--- config.mk ---
export PLATFORM = sky130hd
export DESIGN_NAME = rtmp_message_chunker_core
export DESIGN_NICKNAME = d
export VERILOG_FILES = /design/src/rtl/rmc_pkg.sv /design/src/rtl/rmc_frame.sv /design/src/rtl/rmc_emit.sv /design/src/rtl/rtmp_message_chunker_core.sv
export VERILOG_INCLUDE_DIRS = /design/src /design/src/rtl
export SDC_FILE = /design/constraint.sdc
export NUM_CORES = 1
export LEC_CHECK = 0
export BUFFER_PORTS_ARGS = -buffer_cell sky130_fd_sc_hd__buf_2
export CORE_MARGIN = 4
export CORE_UTILIZATION = 55
export CTS_BUF_LIST = sky130_fd_sc_hd__clkbuf_16
export DETAILED_ROUTE_END_ITERATION = 10
export HOLD_SLACK_MARGIN = 0.02
export MAX_ROUTING_LAYER = met4
export PLACE_DENSITY = 0.77
export REMOVE_ABC_BUFFERS = 1
export SYNTH_ARGS = -nofsm -noshare
export SYNTH_HDL_FRONTEND = slang
export SYNTH_SLANG_ARGS = --single-unit
--- constraint.sdc ---
create_clock -name clk -period 6.7 [get_ports clk]
set_input_delay 0.67 -clock clk [delete_from_list [all_inputs] [get_ports clk]]
set_output_delay 0.67 -clock clk [all_outputs]
set_load 0.05 [all_outputs]
--- src/rtl/rtmp_message_chunker_core_defines.svh ---
// Assertion macros shared by the chunker RTL.
// Assumes a clock named clk and an active-low reset named rst_n in scope.
`ifndef RTMP_MESSAGE_CHUNKER_CORE_DEFINES_SVH
`define RTMP_MESSAGE_CHUNKER_CORE_DEFINES_SVH

`ifndef SYNTH
`define RMC_ASSERT(lbl, prop, msg) \
  lbl: assert property (@(posedge clk) disable iff (!rst_n) (prop)) else $error(msg);
`define RMC_ASSERT_NEXT(lbl, ante, cons, msg) \
  lbl: assert property (@(posedge clk) disable iff (!rst_n) (ante) |=> (cons)) \
    else $error(msg);
`else
`define RMC_ASSERT(lbl, prop, msg)
`define RMC_ASSERT_NEXT(lbl, ante, cons, msg)
`endif

`endif

--- src/rtl/rmc_pkg.sv ---
// Shared types and constants for the RTMP message chunker.
// No dependencies.
`timescale 1ns / 1ps

package rmc_pkg;

  localparam logic [7:0]  HDR_BASIC   = 8'h03;
  localparam logic [7:0]  HDR_CONT    = 8'hC3;
  localparam logic [15:0] CHUNK_RESET = 16'd128;
  localparam logic [3:0]  HDR_LAST    = 4'd11;

  localparam logic ACT_START   = 1'b0;
  localparam logic ACT_PAYLOAD = 1'b1;

  // what one accepted item turns into on the output side
  typedef enum logic [3:0] {
    JOB_HDR  = 4'b0001,  // 12-byte type-0 header
    JOB_PAY  = 4'b0010,  // one payload byte
    JOB_PAYC = 4'b0100,  // payload byte then continuation header
    JOB_ERR  = 4'b1000   // payload with no open message
  } job_kind_t;

  typedef struct packed {
    job_kind_t   kind;
    logic [23:0] timestamp;
    logic [23:0] msg_length;
    logic [7:0]  msg_type;
    logic [7:0]  data_byte;
  } job_t;

endpackage

--- src/rtl/rmc_frame.sv ---
// Message framing state: chunk size register, byte and chunk counters.
// Turns each accepted beat into a job for the emitter. Uses rmc_pkg.
`timescale 1ns / 1ps

module rmc_frame (
  input  logic           clk,
  input  logic           rst_n,
  input  logic           cfg_wr_en,
  input  logic [15:0]    cfg_wr_data,
  input  logic           accept,
  input  logic           action,
  input  logic [23:0]    timestamp,
  input  logic [23:0]    msg_length,
  input  logic [7:0]     msg_type,
  input  logic [7:0]     data_byte,
  output rmc_pkg::job_t  job
);

  logic [15:0] chunk_size_r;
  logic [23:0] bytes_left_r, bytes_left_nxt;
  logic [15:0] chunk_pos_r, chunk_pos_nxt;
  logic        msg_open_r, msg_open_nxt;

  logic [15:0] limit;
  logic [23:0] bl_dec;
  logic [15:0] pos_inc;
  logic        cont;

  assign limit   = (chunk_size_r == 16'd0) ? 16'd1 : chunk_size_r;
  assign bl_dec  = bytes_left_r - 24'd1;
  assign pos_inc = chunk_pos_r + 16'd1;
  assign cont    = (pos_inc >= limit) && (bl_dec != 24'd0);

  always_comb begin
    bytes_left_nxt   = bytes_left_r;
    chunk_pos_nxt    = chunk_pos_r;
    msg_open_nxt     = msg_open_r;
    job.timestamp    = timestamp;
    job.msg_length   = msg_length;
    job.msg_type     = msg_type;
    job.data_byte    = data_byte;
    job.kind         = rmc_pkg::JOB_HDR;
    if (action == rmc_pkg::ACT_START) begin
      job.kind       = rmc_pkg::JOB_HDR;
      bytes_left_nxt = msg_length;
      chunk_pos_nxt  = 16'd0;
      msg_open_nxt   = (msg_length != 24'd0);
    end else if (!msg_open_r) begin
      job.kind = rmc_pkg::JOB_ERR;
    end else begin
      job.kind       = cont ? rmc_pkg::JOB_PAYC : rmc_pkg::JOB_PAY;
      bytes_left_nxt = bl_dec;
      chunk_pos_nxt  = cont ? 16'd0 : pos_inc;
      if (bl_dec == 24'd0) begin
        msg_open_nxt  = 1'b0;
        chunk_pos_nxt = 16'd0;
      end
    end
  end

  always_ff @(posedge clk) begin
    if (!rst_n) begin
      chunk_size_r <= rmc_pkg::CHUNK_RESET;
      bytes_left_r <= '0;
      chunk_pos_r  <= '0;
      msg_open_r   <= 1'b0;
    end else begin
      if (cfg_wr_en) begin
        chunk_size_r <= cfg_wr_data;
      end
      if (accept) begin
        bytes_left_r <= bytes_left_nxt;
        chunk_pos_r  <= chunk_pos_nxt;
        msg_open_r   <= msg_open_nxt;
      end
    end
  end

endmodule

--- src/rtl/rmc_emit.sv ---
// Output serializer: holds one job and walks its bytes out one beat a cycle while out_stall is low.
// Can reload in the cycle its final beat leaves, or at once when empty. Uses rmc_pkg.
`timescale 1ns / 1ps

module rmc_emit (
  input  logic           clk,
  input  logic           rst_n,
  input  logic           load,
  input  rmc_pkg::job_t  job,
  output logic           busy_hold,
  output logic           out_valid,
  input  logic           out_stall,
  output logic [7:0]     out_byte,
  output logic           out_last,
  output logic           out_error
);

  rmc_pkg::job_t job_r;
  logic          valid_r, valid_nxt;
  logic [3:0]    idx_r, idx_nxt;
  logic          beat_done;

  always_comb begin
    out_byte = 8'd0;
    out_last = 1'b1;
    unique case (job_r.kind)
      rmc_pkg::JOB_HDR: begin
        out_last = (idx_r == rmc_pkg::HDR_LAST);
        unique case (idx_r)
          4'd0:    out_byte = rmc_pkg::HDR_BASIC;
          4'd1:    out_byte = job_r.timestamp[23:16];
          4'd2:    out_byte = job_r.timestamp[15:8];
          4'd3:    out_byte = job_r.timestamp[7:0];
          4'd4:    out_byte = job_r.msg_length[23:16];
          4'd5:    out_byte = job_r.msg_length[15:8];
          4'd6:    out_byte = job_r.msg_length[7:0];
          4'd7:    out_byte = job_r.msg_type;
          default: out_byte = 8'd0;  // stream id bytes
        endcase
      end
      rmc_pkg::JOB_PAYC: begin
        out_last = (idx_r != 4'd0);
        out_byte = (idx_r == 4'd0) ? job_r.data_byte : rmc_pkg::HDR_CONT;
      end
      rmc_pkg::JOB_PAY: out_byte = job_r.data_byte;
      default:          out_byte = 8'd0;
    endcase
  end

  assign out_valid = valid_r;
  assign out_error = (job_r.kind == rmc_pkg::JOB_ERR);
  assign beat_done = valid_r && !out_stall;
  // free for a new job when empty or the final beat leaves now
  assign busy_hold = valid_r && !(beat_done && out_last);

  always_comb begin
    valid_nxt = valid_r;
    idx_nxt   = idx_r;
    if (load) begin
      valid_nxt = 1'b1;
      idx_nxt   = 4'd0;
    end else if (beat_done) begin
      if (out_last) begin
        valid_nxt = 1'b0;
      end else begin
        idx_nxt = idx_r + 4'd1;
      end
    end
  end

  always_ff @(posedge clk) begin
    if (!rst_n) begin
      valid_r <= 1'b0;
      idx_r   <= '0;
    end else begin
      valid_r <= valid_nxt;
      idx_r   <= idx_nxt;
    end
  end

  always_ff @(posedge clk) begin
    if (load) begin
      job_r <= job;
    end
  end

endmodule

--- src/rtl/rtmp_message_chunker_core.sv ---
// Channel   Direction  Ports
// in        input      in_valid, in_stall, in_action .. in_data_byte
// out       output     out_valid, out_stall, out_byte, out_last, out_error
// cfg       input      cfg_wr_en, cfg_wr_data (chunk size)
//
// A start beat gives 12 output beats, a payload beat 1, or 2 when a 0xC3
// continuation follows; the one-byte output port sets this, one byte a cycle while out_stall is low.
// A new input beat is taken when the output is empty or in the cycle the previous item's final byte leaves.
// Synchronous active-low reset; chunk size resets to 128, counters to zero.
// Output stall holds the current byte; the input is stalled until the item's final byte leaves.
// Uses rmc_pkg, rmc_frame, rmc_emit and the shared defines header.
`timescale 1ns / 1ps
`include "rtmp_message_chunker_core_defines.svh"

module rtmp_message_chunker_core (
  input  logic        clk,
  input  logic        rst_n,
  input  logic        cfg_wr_en,
  input  logic [15:0] cfg_wr_data,
  input  logic        in_valid,
  output logic        in_stall,
  input  logic        in_action,
  input  logic [23:0] in_timestamp,
  input  logic [23:0] in_msg_length,
  input  logic [7:0]  in_msg_type,
  input  logic [7:0]  in_data_byte,
  output logic        out_valid,
  input  logic        out_stall,
  output logic [7:0]  out_byte,
  output logic        out_last,
  output logic        out_error
);

  rmc_pkg::job_t job;
  logic          in_accept;
  logic          busy_hold;

  assign in_stall  = busy_hold;
  assign in_accept = in_valid && !busy_hold;

  rmc_frame u_frame (
    .clk         (clk),
    .rst_n       (rst_n),
    .cfg_wr_en   (cfg_wr_en),
    .cfg_wr_data (cfg_wr_data),
    .accept      (in_accept),
    .action      (in_action),
    .timestamp   (in_timestamp),
    .msg_length  (in_msg_length),
    .msg_type    (in_msg_type),
    .data_byte   (in_data_byte),
    .job         (job)
  );

  rmc_emit u_emit (
    .clk       (clk),
    .rst_n     (rst_n),
    .load      (in_accept),
    .job       (job),
    .busy_hold (busy_hold),
    .out_valid (out_valid),
    .out_stall (out_stall),
    .out_byte  (out_byte),
    .out_last  (out_last),
    .out_error (out_error)
  );

  `RMC_ASSERT(a_err_single, !(out_valid && out_error) || (out_last && out_byte == 8'd0), "error beat must be a lone zero byte")
  `RMC_ASSERT(a_no_overrun, !in_accept || !out_valid || (!out_stall && out_last), "input taken while output item unfinished")
  `RMC_ASSERT_NEXT(a_accept_emits, in_accept, out_valid, "accepted beat produced no output")
  `RMC_ASSERT_NEXT(a_item_continues, out_valid && !out_stall && !out_last, out_valid, "item output cut short")

endmodule
Word-level counts from Yosys, hierarchy flattened
Cells that the tools add are included.

word-level totals
  bits in registers = 130
  bits of input ports = 86
  output and inout bits = 12

cells by class
  $add $sub $neg = 3
  $lt $le $gt $ge = 1
  equal/unequal tests = 13
  muxes and demuxes = 19
  bitwise operators = 2
  reductions and logical operators = 21

operators by type and width
  kind                   count
  $mux 16                5
  $pmux 8 s8             1
  $mux 24                2
  $reduce_bool 24->1     2
  $logic_not 24->1       1
  $pmux 8 s3             1
  $sub 24x1->24 const B  1
  $eq 4x3->1 const B     5
  $add 16x1->16 const B  1
  $ge 16x16->1           1
  $logic_not 16->1       1
  $eq 4x2->1 const B     3
  $eq 4x1->1 const B     2
  $eq 4x4->1 const B     2
  $mux 8                 1
  $reduce_and 2->1       4
  $mux 1                 6
  $logic_and 1x1->1      5
  $add 4x1->4 const B    1
  $logic_not 4->1        1
  $mux 4                 1
  $reduce_bool 2->1      2
  $reduce_bool 4->1      1
  $logic_not 1->1        3
  other kinds (5)        6

Longest topological paths before layout
Gate-level depths: netlist of the first run.

  depth in word-level cells = 9
  depth in mapped cells = 16
  depth with buffers taken out = 14

Hierarchy
Synthesis of the first run repeated with hierarchy kept, for this count alone.

unflattened totals
  cell total of the unflattened synthesis = 716
  area total of the unflattened synthesis = 7074.3 µm²

modules (own cells, without submodules)
  module                     instances  cells each  area an instance (µm²)  sequential area each (µm²)
  rmc_frame                  1          531         4167.7                  1141.1
  rmc_emit                   1          184         2892.8                  2142.1
  rtmp_message_chunker_core  1          1           13.8                    0.0

Worst setup path after synthesis of the first run
OpenSTA, ideal clock, no wires.

  kind = reg2reg
  start = register u_frame.chunk_pos_r[0]
  end = register u_frame.chunk_pos_r[11]
  setup time = 0.075 ns
  arrival = 3.390 ns
  data required time = 6.625 ns
  slack = 3.235 ns
  stages on the path, launching flop included = 16
  buffers on the path = 2
  path through = dfxtp_1 ha_1 and3_1 and3_1 clkbuf_1 nand3_1 nor2_1 xor2_1 ha_1 a21o_1 a21oi_1 o211ai_1 nor3_1 clkbuf_1 a41oi_2 a31oi_1

between the ends
  word-level cells in the longest chain between the ends = 7

RTL lines
  item                    RTL line         RTL
  start, declared         rmc_frame.sv:21  logic [15:0] chunk_pos_r, chunk_pos_nxt;
  start signal, assigned  rmc_frame.sv:73  chunk_pos_r <= chunk_pos_nxt;
  $add 16x1->16 *         rmc_frame.sv:31  assign pos_inc = chunk_pos_r + 16'd1;
  $ge 16x16->1            rmc_frame.sv:32  assign cont = (pos_inc >= limit) && (bl_dec != 24'd0);
  $logic_and 1x1->1       rmc_frame.sv:32
  $mux 16 *               rmc_frame.sv:53  chunk_pos_nxt = cont ? 16'd0 : pos_inc;
  $mux 16 *               rmc_frame.sv:54  if (bl_dec == 24'd0) begin
  $mux 16 *               rmc_frame.sv:48  end else if (!msg_open_r) begin
  $mux 16 *               rmc_frame.sv:43  if (action == rmc_pkg::ACT_START) begin

Every way passes the cells marked *; elsewhere a longest branch is shown, timed or not. The select of a mux whose other input is x is not followed.
A chain may end at the register's enable or synchronous reset.

Worst setup path after layout of the first run
  start = register u_frame.chunk_pos_r[2]
  end = register u_frame.chunk_pos_r[13]

Same word-level chain as after synthesis.

==> impl_results.md, run 1 <==
- Status: completed
- Die Y: 119 um
- Power per cell area: 267 nW/um2
- Worst R2R Setup Slack: 2.99 ns
- Initial antenna violation count: 0
- Max-Slew Margin vs Limit: 23.4%
- Peak Freq: 0.269 GHz
- Placer Congestion: 0.934
- Mapped Area: 6750 um2
- Layout area overhead: 16.5%
- Htree depth: 4
- CP arrival: 4.06 ns
- Worst path cell trace: nand4_1, nor4_1, and3_1, nand3_1, xnor2_1, ha_1, nand3_1, nor2_1, o211ai_1, o211ai_1, nor3_2, buf_4, nand4_1, a31oi_1
- Ys Warns: 0
- Initial detailed-routing violation count: 730
- I/O pins: 98
- TritonCTS clock tree: yes
- Cts hold-fix bufs: 0
- Wire length of the first global-routing pass: 27000 um
- Drt first pass iters: 6
- Final Util: 65.4%
- Worst-path fanout max: 23
- Largest net degree at the start of global routing: 69
- FF-to-FF End: u_frame.chunk_pos_r[13]
- Clock Sinks: 130
- Final Hold Fails: 0
- FF+latch count, synth: 130
- # placed instances: 880
- Total CTS buffers: 17
- CP max-delay cell: nor4_1
- Vias in the first global route: 5501
- Routed len/inst: 18.4 um
- RSZ-0062 raised after global routing: no
- Critical Setup Path Class: flip-flop to flip-flop
- Synth Instances: 674
- Cell family with most CP delay: simple AND/OR/NAND/NOR gates
- Max Root-Sink Buffers: 2
- Number of synthesized flops with an enable pin: 68
- Finished Layout Cells: 912
- Max Slew Vio Count: 0
- Clock Skew: 0.00901 ns
- Routed via count: 5740
- Syn Area/Cell: 10.0 um2
- Hold_sp: in_msg_type[2]
- Worst Hold Class: primary input to flip-flop
- Worst Path Required: 7.04 ns
- IO Port Bufs: 97
- Max incr delay on CP: 0.81 ns
- Post-DRT Antenna Nets: 0
- Setup Fix Bufs, Post-CTS: 0
- CP bufs+invs: 1
- Dpl ws: 3.12 ns
- Drt drc: 0
- CP Capture Type: flip-flop
- Worst slew pin tran: 1.15 ns
- Reg2Reg Launch Point: u_frame.chunk_pos_r[2]
- Layout Nets: 861
- Post-route worst setup slack: 2.99 ns
- Hold Path Depth: 1
- Worst Hold Endpoint: u_emit.job_r[10]
- Critical path launch point type: flip-flop
- Layout cells sized above 1: 21.0%
- # resized after CTS: 0
- Max cap viols: 0
- Leakage power: 3.06 nW
- Yosys cell types: 63
- Clock transition at the registers of the reported paths: 0.06 ns
- Die Width: 119 um
- Total grt overflow: 0
- Synth async-reset ratio: 0%
- Reg2reg path depth: 14
- Die ar.: 14100 um2
- Setup Viol. Count Final: 0
- DR vias/cell: 6.29
- Starting Density: 56.2%
- Maximum vdd drop: 183 uV
- Cell Rows: 40
- Core outline area: 12000 um2
- Final TNS setup: 0 ns
- Clk_lat worst skew: 0.43 ns
- Register area share after synthesis: 48.6%
- Total track usage: 24.4%
- Period minus WS final: 3.71 ns
- CTS Root Cell: clkbuf_16
- Detailed Route WL: 16800 um
- Fin crit share: 55.4%
- Post-detail-place hpwl: 11500 um
- Diode count: 0
- Top FF cell, synth: edfxtp_1
## per-stage QoR
stage / hold slack, ns / power (W) / instance area (um2)
4_1_cts: 0.401 / 0.00211 / 7860
5_1_grt: 0.400 / 0.00218 / 7860
6_report: 0.416 / 0.00210 / 7860
3_5_place_dp: 0.494 / 0.00121 / 7290
3_3_place_gp: 0.476 / 0.00120 / 7290
2_1_floorplan: 0.459 / 0.00111 / 6580
## how the worst max path moves through the flow
stage                               to  depth (start not counted)              startpoint
6_report       u_frame.chunk_pos_r[13]                         14  u_frame.chunk_pos_r[2]
5_1_grt        u_frame.chunk_pos_r[13]                         14  u_frame.chunk_pos_r[0]
4_1_cts        u_frame.chunk_pos_r[13]                         14  u_frame.chunk_pos_r[2]
3_5_place_dp   u_frame.chunk_pos_r[13]                         14  u_frame.chunk_pos_r[2]
3_3_place_gp   u_frame.chunk_pos_r[15]                         14  u_frame.chunk_pos_r[2]
2_1_floorplan  u_frame.chunk_pos_r[10]                         13  u_frame.chunk_pos_r[2]
## per-layer routing
layer	global-route usage, %	share of wire (%)	vias up
met1	30.5	43	2733
met5	-	0	-
met4	11.3	2.7	0
met2	37.8	48	251
li1	-	-	2706
met3	5.65	6.8	50
## Yosys cell counts, types with 3 or more instances
master	count	area, um2
a21boi_0	7	52.6
a21oi_1	38	190
a222oi_1	8	80.1
a22oi_1	15	113
a31oi_1	11	68.8
a32oi_1	6	52.6
a41oi_1	6	52.6
a41oi_2	7	114
and2_1	5	31.3
and3_1	5	31.3
buf_1	4	15.0
clkbuf_1	36	135
dfxtp_1	62	1240
edfxtp_1	68	2040
ha_1	23	288
inv_1	29	109
mux2i_1	18	180
nand2_1	37	139
nand2b_1	9	56.3
nand3_1	14	70.1
nand4_1	10	62.6
nand4b_1	5	43.8
nor2_1	66	248
nor2b_1	26	163
nor3_1	15	75.1
nor4_1	17	106
nor4b_1	3	26.3
o211ai_1	7	52.6
o21a_1	5	37.5
o21ai_0	26	130
o221a_2	9	101
o22ai_1	6	37.5
o2bb2ai_1	3	26.3
or2_2	3	18.8
or3_1	6	37.5
or4_1	4	30.0
xnor2_1	12	105
xor2_1	9	78.8
## where the power goes
part	internal (W)	switching, W
combinational	0.000106	0.000169
clock	0.000520	0.000380
sequential	0.000890	0.0000339
total	0.00152	0.000583
## cells in the final DEF, fill, tap and decap left out, types with 5 or more instances in the layout
cell / count
nor3_1: 14
a222oi_1: 8
inv_6: 5
o21ai_0: 26
nand4_1: 10
nand2b_1: 9
xnor2_1: 12
a31oi_1: 11
a21oi_1: 38
dfxtp_1: 62
a21boi_0: 7
o221a_2: 9
xor2_1: 9
nand4b_1: 5
and2_1: 5
nor2_1: 66
o22ai_1: 6
a41oi_1: 6
and3_1: 5
nand2_1: 37
o21a_1: 5
a22oi_1: 15
or3_1: 6
buf_2: 97
a41oi_2: 7
ha_1: 23
nor2b_1: 26
o211ai_1: 7
inv_1: 28
a32oi_1: 6
nand3_1: 14
nor4_1: 17
clkbuf_16: 17
mux2i_1: 18
edfxtp_1: 68
## state kept, by name (all words and copies together) (netlist names)
signal / cells
u_frame.msg_open_r: 1
u_emit.idx_r: 4
u_emit.job_r: 68
u_emit.out_valid: 1
u_frame.chunk_pos_r: 16
u_frame.chunk_size_r: 16
u_frame.bytes_left_r: 24
## cell families (layout without fill, tap and decap cells)
family / after synthesis / count (layout) / share of synthesized area, %
xor gates and xnor gates: 21 / 21 / 2.73
adders and majority gates: 23 / 23 / 4.26
DFF: 130 / 130 / 48.6
and+or+nand+nor: 234 / 234 / 18.2
buffers and inverters: 72 / 163 / 4.13
AOI/OAI and AO/OA: 174 / 174 / 19.0
muxes: 20 / 20 / 3.00
## worst reg2reg max path, stage by stage, from the launching register on
cell and delay [ns]:
dfxtp_1 0.43, nand4_1 0.19, nor4_1 0.81, and3_1 0.31, nand3_1 0.11, xnor2_1 0.23, ha_1 0.28, nand3_1 0.11
nor2_1 0.06, o211ai_1 0.09, o211ai_1 0.19, nor3_2 0.15, buf_4 0.30, nand4_1 0.15, a31oi_1 0.25
## layout make-up
class | count | area [um2]
well taps | 147 | 184
clock inverters | 15 | 148
inverters | 30 | 113
flip-flops and latches | 130 | 3280
multi-input cells | 472 | 3190
clock buffers | 17 | 425
fillers | 920 | 4150
repair buffers | 101 | 515
No activity file was read; power rests on OpenSTA's default activity.
==> inputs of run 2 (changes only) <==
Settings changed: ABC_AREA set to 1.
Clock period 6.7 ns to 3.7 ns, I/O delays scaled along.
==> run 2 against run 1 <==
Sequential power is 81% higher. Wire length is 1.9% higher. Synthesized area is 4.4% higher. Critical endpoint is now u_emit.job_r[65].
==> impl_results.md, run 2 <==
- Compound-Gate Fraction of Synth Area: 12.9%
- # resized after CTS: 0
- Wire length of the first global-routing pass: 27500 um
- Critical Setup Path Class: flip-flop to flip-flop
- Critical path launch point type: flip-flop
- Layout Nets: 1063
- Period minus WS final: 3.18 ns
- Synth async-reset ratio: 0%
- Starting Density: 56.0%
- Post-DRT Antenna Nets: 0
- # placed instances: 1107
- Clock transition at the registers of the reported paths: 0.06 ns
- Layout cells sized above 1: 19.0%
- Worst-path fanout max: 18
- CP arrival: 3.35 ns
- Clock Sinks: 130
- Drt first pass iters: 5
- Placer Congestion: 0.916
- Worst Hold Class: primary input to flip-flop
- Area taken by multi-input logic gates: 3170 um2
- Synth top cells by count: nand2_1, inv_1, nor2_1, edfxtp_1, dfxtp_1
- Die Width: 121 um
- Status: completed
- Htree depth: 4
- Commonest non-fill, non-tap cell in the layout: nand2_1
- Drt drc: 0
- Most used cell along the critical path: nand2_1
- Final TNS setup: 0 ns
- DR vias/cell: 5.37
- Register area share after synthesis: 46.6%
- TritonCTS clock tree: yes
- Post-synthesis adder-cell area fraction: 4.09%
- FF+latch count, synth: 130
- Routed len/inst: 15.0 um
- Post-detail-place hpwl: 12200 um
- Setup Viol. Count Final: 0
- Max Slew Vio Count: 0
- Worst path cell trace: ha_1, nand2_1, nor2_1, nand3_1, nor2_1, nand2_1, inv_1, nand3_1, nand2_1, inv_1, ha_1, nand2_1, nor3_1, nand3_1, nor4_1, nor2_2, buf_4, inv_1, a21oi_2
- Critical Path Source: u_frame.chunk_pos_r[0]
- Synth Instances: 857
- RSZ-0062 raised after global routing: no
- Cell with the most instances after synthesis: nand2_1
- Clock Skew: 0.00825 ns
- Yosys cell types: 48
- Fin crit share: 86.0%
- CTS Root Cell: clkbuf_16
- Hold_sp: in_timestamp[14]
- Cell Rows: 41
- Syn Area/Cell: 8.22 um2
- Top reg by flops: u_emit.job_r
- Simple-gate portion of the synthesized area: 26.5%
- I/O pins: 98
- Hold Path Depth: 1
- Post-synthesis mux area share: 0%
- Synth top area share: 29.0%
- Largest family of logic cells by synthesized area: simple AND/OR/NAND/NOR gates
- Core outline area: 12600 um2
- Largest net degree at the start of global routing: 48
- Max reg flops: 68
- Max-Slew Margin vs Limit: 54.9%
- CP max-delay cell: dfxtp_1
- Worst slew pin tran: 0.675 ns
- Die ar.: 14700 um2
- Total track usage: 24.5%
- Fillers: 1050
- Maximum vdd drop: 356 uV
- Total grt overflow: 0
- Clk_lat worst skew: 0.42 ns
- Leakage power: 3.63 nW
- Register Area: 3280 um2
- Finished Layout Cells: 1141
- Initial antenna violation count: 2
- Worst Path Required: 3.87 ns
- Die Y: 121 um
- Routed via count: 6129
- Max incr delay on CP: 0.41 ns
- Number of synthesized flops with an enable pin: 68
- Total CTS buffers: 17
- Layout area overhead: 17.4%
- Top FF cell, synth: edfxtp_1
- Xor and xnor fraction of the mapped netlist area: 1.47%
- Max cap viols: 0
- IO Port Bufs: 97
- Power per cell area: 483 nW/um2
- Ys Warns: 0
- Reg2Reg Launch Point: u_frame.chunk_pos_r[0]
- Peak Freq: 0.314 GHz
- Cts hold-fix bufs: 0
- Top cells by area, synth: edfxtp_1, dfxtp_1, nand2_1
- Final Hold Fails: 0
- Biggest registers after layout: u_emit.job_r x68, u_frame.bytes_left_r x24
- Initial detailed-routing violation count: 628
- Mapped Area: 7040 um2
- Reg2reg path depth: 19
- Max Root-Sink Buffers: 2
- Vias in the first global route: 5540
- Top cell type by total area after synthesis: edfxtp_1
- Detailed Route WL: 17100 um
- Most frequent cells in the layout: nand2_1, inv_1, buf_2, nor2_1, edfxtp_1
- CP Capture Type: flip-flop
- Setup Fix Bufs, Post-CTS: 0
==> run 2: cell count changes after synthesis, sizes merged, moves of 10 or more <==
cell,before,now
a21oi,38,60
nand4,11,35
o21ai,26,77
inv,30,110
a22oi,15,0
mux2i,18,0
a41oi,13,0
nand2,37,211
xnor2,12,2
nand3,14,29
nor2b,26,0
clkbuf,36,14
nor2,66,93
==> run 2: layer usage <==
layer  global-route usage [%]  vias to the layer above  share of wire (%)
li1                         -                     3082                  -
met1                     31.8                     2814                 44
met2                     38.4                      204                 47
met3                     5.55                       29                6.5
met4                     8.05                        0                2.5
met5                        -                        -                  0
==> run 2: where the power goes <==
part | leakage, nW | internal, W | switching, W
Sequential | 1.17 | 0.00162 | 0.0000539
Clock | 0.322 | 0.00114 | 0.000605
Combinational | 2.14 | 0.000191 | 0.000387
==> run 2: final cells by class <==
cell class / instances / share of cell area (%)
Clock inverter: 11 / 1.27
Multi-Input combinational cell: 589 / 38.3
Clock buffer: 21 / 6.36
Tap cell: 172 / 2.60
Inverter: 114 / 5.21
Antenna cell: 2 / 0.0605
Sequential cell: 130 / 39.7
Timing Repair Buffer: 102 / 6.48
==> run 2: kinds of logic (layout without fill, tap and decap cells) <==
kind of cell / after synthesis / in the layout
and+or+nand+nor: 389 / 389
AOI/OAI and AO/OA: 166 / 166
other: 0 / 2
xor gates and xnor gates: 11 / 11
adders and majority gates: 23 / 23
DFF: 130 / 130
buffers and inverters: 138 / 248
==> run 2: worst paths after layout <==
path,to,slack (ns)
max,u_emit.job_r[65],0.52
min,u_emit.job_r[54],0.13
min reg2reg,u_frame.chunk_size_r[11],0.48
max reg2reg,u_emit.job_r[65],0.52
==> run 2: critical path, delay by kind of cell (launching register included) <==
family	cells	cell delay, ns
buffers and inverters	4	0.42
adder cells (fa/ha/maj)	2	0.48
flip-flops	1	0.41
AND/OR/NAND/NOR	12	1.58
AO/OA/AOI/OAI	1	0.05
==> run 2: metrics by stage <==
stage | total power, W | setup WS (ns) | hold WS (ns) | instance area (um2) | util (%)
after floorplan | 0.00210 | 0.582 | 0.447 | 6880 | -
after global placement | 0.00226 | 0.690 | 0.467 | 7630 | 60.7
after detailed placement | 0.00227 | 0.611 | 0.476 | 7630 | 60.7
after CTS | 0.00401 | 0.537 | 0.113 | 8260 | 65.7
after global routing | 0.00417 | 0.328 | 0.111 | 8270 | 65.8
final | 0.00399 | 0.517 | 0.129 | 8270 | 65.8
==> inputs of run 3 (changes only) <==
Settings changed: ABC_AREA 1 to not set.
==> run 3 against run 2 <==
Clock skew decreased by 0.0015 ns. Global-route usage grew 0.55 points. Non-clock buffer count is 7 higher. Setup slack worse by 0.16 ns. Total power down 5.1%. Cell count is 19% lower. Sequential power about the same. Die area down 3.9%. Via count down 7.2%. First-iteration DRC count rose by 9.6%. Register-to-register slack lost 0.16 ns. Sequential cell count is the same.
==> impl_results.md, run 3 (synthesis gave the netlist of run 1 again) <==
- Total track usage: 25.1%
- Critical Setup Path Class: flip-flop to flip-flop
- Final Hold Fails: 0
- TritonCTS clock tree: yes
- Max cap viols: 0
- Peak Freq: 0.299 GHz
- Post-DRT Antenna Nets: 0
- Worst slew pin tran: 0.775 ns
- Placer Congestion: 0.892
- Die Width: 119 um
- Total CTS buffers: 17
- Top reg by flops: u_emit.job_r
- Reg2Reg Launch Point: u_frame.chunk_pos_r[0]
- Final total power: 0.00379 W
- Worst-path fanout max: 15
- Die Y: 119 um
- Post-detail-place hpwl: 11500 um
- Leakage power: 3.11 nW
- Clk_lat worst skew: 0.43 ns
- Max reg flops: 68
- Final Util: 66.1%
- Clock Sinks: 130
- Drt first pass iters: 7
- Period minus WS final: 3.34 ns
- Worst Path Required: 4.05 ns
- Fin crit share: 90.3%
- CTS Root Cell: clkbuf_16
- Maximum vdd drop: 314 uV
- Routed len/inst: 18.5 um
- Biggest registers after layout: u_emit.job_r x68, u_frame.bytes_left_r x24
- Layout cells sized above 1: 22.1%
- RSZ-0062 raised after global routing: no
- I/O pins: 98
- Critical path launch point type: flip-flop
- Routed via count: 5688
- Core outline area: 12000 um2
- Clock transition at the registers of the reported paths: 0.06 ns
- Setup Viol. Count Final: 0
- CP Capture Type: flip-flop
- Fillers: 935
- Detailed Route WL: 17000 um
- Clock Skew: 0.00680 ns
- Cell Rows: 40
- Max Slew Vio Count: 0
- Die ar.: 14100 um2
- Most frequent cells in the layout: buf_2, edfxtp_1, nor2_1, dfxtp_1, a21oi_1
- IO Port Bufs: 97
- Layout Nets: 869
- Commonest non-fill, non-tap cell in the layout: buf_2
- Max Root-Sink Buffers: 2
- Initial detailed-routing violation count: 688
- Total grt overflow: 0
- Hold_sp: in_timestamp[10]
- Layout area overhead: 17.6%
- Status: completed
- DR vias/cell: 6.18
- Starting Density: 56.2%
- Drt drc: 0
- Wire length of the first global-routing pass: 27400 um
- CP arrival: 3.69 ns
- Initial antenna violation count: 0
- Critical Path Source: u_frame.chunk_pos_r[0]
- Power per cell area: 477 nW/um2
- Setup Fix Bufs, Post-CTS: 0
- Largest net degree at the start of global routing: 69
- Htree depth: 4
- Worst Hold Class: primary input to flip-flop
- Max-Slew Margin vs Limit: 48.3%
- Vias in the first global route: 5374
## run 3: per-layer routing
metal	vias up	track usage, %	part of all wire (%)
li1	2720	-	-
met1	2722	31.5	42
met2	220	39.1	49
met3	26	6.75	6.7
met4	0	8.83	1.9
met5	-	-	0
## run 3: critical path, stage by stage (launching register included)
cell and delay (ns):
dfxtp_1 0.41, ha_1 0.26, and3_1 0.20, and3_2 0.27, nand3_1 0.17, nor2_1 0.17, xor2_1 0.23, ha_1 0.28
a21o_1 0.19, a21oi_1 0.15, o211ai_1 0.17, nor3_2 0.19, buf_4 0.25, nand4b_1 0.11, a31oi_1 0.19
## run 3: worst paths after layout
check,slack [ns],end,depth (start not counted)
worst max-delay path,0.36,u_frame.chunk_pos_r[2],14
worst min-delay path,0.11,u_emit.job_r[50],1
worst max register to register,0.36,u_frame.chunk_pos_r[2],14
worst min register to register,0.51,u_frame.msg_open_r,2
## run 3: cell type report
type / count / area (um2) / area share [%]
sequential: 130 / 3280 / 41.4
multi-input combinational: 472 / 3190 / 40.2
timing repair buffer: 109 / 588 / 7.41
clock buffer: 17 / 425 / 5.36
tap: 147 / 184 / 2.32
clock inverter: 15 / 145 / 1.83
inverter: 30 / 113 / 1.42
antenna: 1 / 2.50 / 0.0315
## run 3: timing repair
item / CTS / global route
resized for setup: 0 / 1
hold buffers: 0 / 0
setup endpoints to repair: 0 / 3
## run 3: stage by stage
step / setup slack, ns / TNS, ns / instances / hold slack, ns / area [um2]
after floorplan: -0.581 / -8.76 / 632 / 0.459 / 6580
after global placement: 0.537 / 0 / 888 / 0.483 / 7360
after detailed placement: 0.357 / 0 / 888 / 0.506 / 7360
after CTS: 0.325 / 0 / 920 / 0.105 / 7930
after global routing: 0.0609 / 0 / 920 / 0.0989 / 7930
final: 0.359 / 0 / 921 / 0.112 / 7930
## run 3: power breakdown
| part | switching (W) | internal [W] |
|---|---|---|
| registers | 0.0000593 | 0.00161 |
| logic | 0.000308 | 0.000199 |
| clock network | 0.000720 | 0.000890 |
